**src/rtl/slr_pkg.sv**
```systemverilog
// Shared constants and helpers for the smallest-range block.
package slr_pkg;

  localparam int DATA_W           = 32;
  localparam int LIST_NUM_W       = 2;
  localparam int BEST_W           = DATA_W + 1;
  localparam int DEF_MAX_LIST_LEN = 1024;
  localparam int DEF_NUM_LISTS    = 3;

  localparam logic [DATA_W-1:0] SIGN_FLIP = {1'b1, {(DATA_W-1){1'b0}}};

  // Signed value to unsigned key that keeps the order.
  function automatic logic [DATA_W-1:0] to_key(input logic [DATA_W-1:0] v);
    return v ^ SIGN_FLIP;
  endfunction

endpackage

```
**src/rtl/slr_minmax.sv**
```systemverilog
// Least and greatest head key across the lists; ties pick the lowest list.
module slr_minmax import slr_pkg::*; #(
  parameter int NUM_LISTS = DEF_NUM_LISTS
) (
  input  logic [NUM_LISTS-1:0][DATA_W-1:0] keys,
  output logic [DATA_W-1:0]                lo_key,
  output logic [DATA_W-1:0]                hi_key,
  output logic [$clog2(NUM_LISTS)-1:0]     lo_idx
);

  localparam int LIST_W = $clog2(NUM_LISTS);

  always_comb begin
    lo_key = keys[0];
    hi_key = keys[0];
    lo_idx = '0;
    for (int i = 1; i < NUM_LISTS; i++) begin
      if (keys[i] < lo_key) begin
        lo_key = keys[i];
        lo_idx = LIST_W'(i);
      end
      if (keys[i] > hi_key) begin
        hi_key = keys[i];
      end
    end
  end

endmodule

```
**config.mk**
```make
export PLATFORM = sky130hd
export DESIGN_NAME = slr_minmax
export DESIGN_NICKNAME = d
export VERILOG_FILES = /design/src/rtl/slr_pkg.sv /design/src/rtl/slr_minmax.sv
export SDC_FILE = /design/constraint.sdc
export NUM_CORES = 1
export LEC_CHECK = 0
export ABC_AREA = 1
export BUFFER_PORTS_ARGS = -buffer_cell sky130_fd_sc_hd__buf_2
export CAP_MARGIN = 40
export CORE_ASPECT_RATIO = 0.6
export CORE_MARGIN = 2
export CORE_UTILIZATION = 40
export DETAILED_ROUTE_END_ITERATION = 8
export PLACE_DENSITY = 0.69
export SYNTH_ARGS = -nofsm -noshare
export SYNTH_HDL_FRONTEND = slang
export SYNTH_SLANG_ARGS = --single-unit
```
**constraint.sdc**
```tcl
create_clock -name vclk -period 4.78
set_clock_uncertainty 0.1 [all_clocks]
set_input_delay 0.478 -clock vclk [all_inputs]
set_output_delay 0.478 -clock vclk [all_outputs]
set_load 0.005 [all_outputs]
```
==> run metrics, run 1 <==
routed wire length=15300 um; placed insts=968; row count=27; Fillers=858; core area=9220 um^2; antenna cells=0; TritonRoute pass-1 iters=5; CP max FO=8; fin crit share=99.2%; Total GRT Usage=25.0%; max capacitance violation total=0; nets=1050; Final Max Slew Viols=0; gpl congestion=0.935; fraction of layout cells with a size suffix above 1=35.6%; Top-Level Pins=roughly 160; critical path data required time=4.20 ns; Worst Hold Launch=keys[74]; Avg WL per Cell=15.5 um; most common cell after layout, fill and taps aside=nand2_1; synth top area cells=ha_1 31%, nand2_1 22%, inv_1 10%, o21ai_0 9.9%, a21oi_1 5.6%; global-route wire length before repair=21400 um; Mean Syn Cell Area=5.58 um^2; count of input and output buffers=162; drt drc=0; min Tclk post-route=between 4 and 5 ns; Static Leak=3.22 nW; relative slew slack=62.9%; setup TNS=0 ns; CP endpoint kind=output port; syn nets=877; PD cells=194 nW/um^2; Die Height=around 80 um; Die Area=10400 um^2; Synth cell types=30; antenna violations before repair=0; Area Overhead vs Synth=51.2%; number of global-route vias before repair=4463; beginning of the critical path=keys[55]; via count=5218; Tightest Pin Transition=0.550 ns; f_max=211 MHz; kind of critical path=in -> out; Post-Synthesis Cells=about 690; Final Hold Viols=0; Seq/Total Area, Yosys=0%; Setup violations, final=0; grt total ovfl=0; Syn. warnings=0; DP HPWL=11500 um; Setup crit start kind=primary input; Final Total Pwr=1.12 mW; WHS=roughly 1.2 ns; Die Wd=about 130 um; status=finished, final reports clean; largest net degree at the start of global routing=33; worst vdd ir=93.2 uV; CP arrival=4.16 ns; CTS hold repair buffers=0; top cell type's share of synthesized area=approximately 31%; CLK BUF=0; area leader, netlist=ha_1; Via-to-Cell Ratio=5.29; Hold WC Path Type=in -> out; final non-filler cell total=roughly 990; cell area after synthesis=roughly 3800 um^2; antenna-violating nets left=0; Initial Utilization=between 40% and 50%; FF+latch count=0; most frequent cells in the layout=197 x nand2_1, 149 x buf_2, 88 x inv_1; DR iter-0 viols=430; RSZ-0062 raised after global routing=yes; Seq. cell area=0 um^2
[critical path: stages]
cell	delay [ns]
buf_2	0.13
ha_4	0.25
a21oi_1	0.18
o21a_1	0.16
nand2_2	0.08
a21oi_2	0.18
nand2_2	0.12
nand2_4	0.16
buf_12	0.16
o21ai_2	0.06
ha_1	0.31
nand4_1	0.21
nor4_4	0.37
nor4b_4	0.27
nand2_1	0.12
a32oi_4	0.31
buf_6	0.15
buf_12	0.14
nand2_1	0.06
o21ai_1	0.10
buf_2	0.14
[worst paths after layout]
check | to | slack (ns) | cells after the start
worst max-delay path | hi_key[23] | 0.04 | 21
worst min-delay path | hi_key[10] | 1.19 | 4
[through the flow]
stage / cell area [um^2] / worst slack (ns) / util (%)
after floorplan: 3830 / 0.580 / -
after detailed placement: 4940 / -0.0404 / 53.5
after global routing: 5790 / -0.171 / 62.8
after global placement: 4940 / -0.0355 / 53.5
final: 5790 / 0.0393 / 62.8
after CTS: 4940 / 0.0282 / 53.6
[where the power goes]
part | total, mW | switching [mW] | internal [mW]
clock | 0 | 0 | 0
combinational | 1.12 | 0.631 | 0.493
sequential | 0 | 0 | 0
[what timing repair did]
action                                  4_1_cts  5_1_grt
setup buffers                                 0       12
cloned                                        0        7
endpoints found under the hold margin         0        0
gates resized for setup                       2      151
pin swaps                                     0       37
endpoints found under the setup margin       33       66
[synthesized netlist by cell type, types with 8 or more instances]
master,n
nand2_1,225
inv_1,102
ha_1,95
o21ai_0,76
a21oi_1,43
nand3_1,38
o21ai_1,21
nor2_1,18
clkbuf_1,12
buf_2,8
nand4_1,8
[layer usage]
metal	wire (um)	up-vias	global-route usage, %
li1	-	2635	-
met1	7640	2378	39.4
met2	6460	203	39.0
met3	1150	2	1.47
met4	21	0	0.430
met5	0	-	0
[cells by family (layout without fill, tap and decap cells)]
logic type | count (synthesis) | after routing | share of synthesized area [%]
adder cells (fa/ha/maj) | 95 | 95 | 31.0
AO/OA/AOI/OAI | 158 | 158 | 22.3
AND/OR/NAND/NOR | 302 | 302 | 32.9
buffers and inverters | 131 | 302 | 13.8
[final cells by class]
cell class         count  area (um^2)  share of cell area, %
repair buffers       199         1400                   24.1
inverters            103          397                   6.85
multi-input cells    555         3840                   66.2
well taps            130          163                   2.81
No activity file was read; power rests on OpenSTA's default activity.
==> run 2, diff against run 1 <==
--- a/config.mk
+++ b/config.mk
@@ -6,7 +6,7 @@
 export NUM_CORES = 1
 export LEC_CHECK = 0
 export ABC_AREA = 1
-export BUFFER_PORTS_ARGS = -buffer_cell sky130_fd_sc_hd__buf_2
+export BUFFER_PORTS_ARGS = -buffer_cell sky130_fd_sc_hd__buf_4
 export CAP_MARGIN = 40
 export CORE_ASPECT_RATIO = 0.6
 export CORE_MARGIN = 2
==> run 2 against run 1 <==
Against the previous run:
- power grew 7.6%
- worst hold slack lost 0.013 ns
- maximum frequency is essentially flat
- first-iteration DRC count shrank 8.6%
- routed wire length grew 5.1%
- flip-flop and latch count is the same
- critical path depth grew 6
- clock-buffer cell count is the same
- non-clock buffer count shrank 3
- die area is the same
- largest power group unchanged
==> run metrics, run 2 (synthesized netlist as in run 1, its figures left out) <==
final non-filler cell total=986 (-0.10%); Clk pwr share=0% (unchanged); sw frac=53.0% (-3.1 points); Finished Cell Area=5940 um^2 (+2.6%); fraction of layout cells with a size suffix above 1=31.5% (-4.0 points); DP HPWL=11500 um (about the same); CP endpoint kind=output port; Final Hold Viols=0 (unchanged); TritonRoute pass-1 iters=5 (unchanged); global-route wire length before repair=21900 um (+2.2%); most common cell after layout, fill and taps aside=nand2_1; Initial Utilization=41.5% (unchanged); core area=9220 um^2 (unchanged); Setup violations, final=0 (unchanged); slack of the critical path=0.0433 ns (+0.00406 ns); Worst path max stage delay=0.32 ns (-0.05 ns); nets=1049 (-0.095%); sequential share of power=0% (unchanged); f_max=211 MHz (about the same); largest net degree at the start of global routing=41 (+24%); min Tclk post-route=4.74 ns (-0.00406 ns); fin crit share=99.1% (about the same); Die Height=79.8 um (unchanged); status=finished, final reports clean; grt total ovfl=0 (unchanged); Static Leak=3.29 nW (+2.1%); Seq. cell area=0 um^2 (unchanged); via count=5368 (+2.9%); CP max FO=8 (unchanged); Tightest Pin Transition=0.404 ns (-0.147 ns); row count=27 (unchanged); Die Wd=130 um (unchanged); gpl congestion=0.936 (+0.14%); RSZ-0062 raised after global routing=yes; final core utilization=64.4% (+1.6 points); FF+latch count=0 (unchanged); max capacitance violation total=0 (unchanged); relative slew slack=72.8% (+9.9 points); Die Area=10400 um^2 (unchanged); CLK BUF=0 (unchanged); antenna-violating nets left=0 (unchanged); worst vdd ir=122 uV (+31%); critical path data required time=4.20 ns (about the same); most frequent cells in the layout=214 x nand2_1, 175 x buf_4, 89 x inv_1; kind of critical path=in -> out; Critical-path top delay cell=a32oi_4; Total GRT Usage=25.6% (+0.55 points); placed insts=966 (-0.21%); Hold WC Path Type=in -> out; drt drc=0 (unchanged); Internal=568 uW (+15%); beginning of the critical path=keys[55]; antenna violations before repair=1 (+1); PD cells=203 nW/um^2 (+4.9%); DR iter-0 viols=393 (-8.6%); WHS=1.18 ns (-0.0126 ns); CP arrival=4.16 ns (about the same); Setup crit start kind=primary input; Area Overhead vs Synth=55.2%; Worst Hold Launch=keys[72]; routed wire length=16000 um (+5.1%); dpl ws=-0.126 ns (-0.0859 ns); Net Switching=641 uW (+1.6%); number of global-route vias before repair=4580 (+2.6%); combinational power share=100.0% (about the same); antenna cells=0 (unchanged); Via-to-Cell Ratio=5.44 (+3.0%); placed cell areas=5290 um^2 (+7.1%); Avg WL per Cell=16.3 um (+5.2%); Final Max Slew Viols=0 (unchanged); Top-Level Pins=162 (unchanged); crit-path most repeated cell=nand2_1; count of input and output buffers=162 (unchanged)
==> run 2: critical path: cells and delay by family <==
family                   cells  cell delay (ns)
buffers and inverters        6             0.82
adder cells (fa/ha/maj)      2             0.58
AND/OR/NAND/NOR             13             1.32
AO/OA/AOI/OAI                6             0.94
==> run 2: worst paths after layout <==
check                    to  slack (ns)  cells after the start
setup / recovery  hi_key[7]        0.04                     27
hold / removal    hi_key[8]        1.18                      4
==> run 2: metrics by stage <==
| step | total power, mW | TNS (ns) |
|---|---|---|
| after detailed placement | 0.990 | -2.75 |
| after floorplan | 0.529 | 0 |
| after global routing | 1.32 | -3.91 |
| after CTS | 0.998 | 0 |
| after global placement | 0.971 | -2.37 |
| final | 1.21 | 0 |
==> run 2: cell type report <==
| type | instances | area (um^2) |
|---|---|---|
| fillers | 855 | 3280 |
| multi-input cells | 557 | 3690 |
| inverters | 103 | 387 |
| repair buffers | 196 | 1700 |
| well taps | 130 | 163 |
==> run 2: routing by layer <==
| metal | up-vias | part of all wire [%] | track usage [%] |
|---|---|---|---|
| li1 | 2630 | - | - |
| met2 | 310 | 41 | 38.6 |
| met3 | 28 | 13 | 4.22 |
| met4 | 0 | 0.84 | 0.538 |
| met1 | 2400 | 46 | 39.5 |
| met5 | - | 0 | 0 |
==> run 2: repair_timing <==
action,CTS,global route
gates resized for setup,1,102
gates cloned,0,11
pin swaps,0,14
endpoints found under the hold margin,0,0
buffers inserted,0,9
setup endpoints to repair,34,66
hold buffers,0,0
==> run 2: power by group through the flow <==
stage	logic, mW	clock network (mW)	registers [mW]
floorplan	0.529	0	0
global placement	0.971	0	0
detailed placement	0.990	0	0
CTS	0.998	0	0
global route	1.32	0	0
finish	1.21	0	0
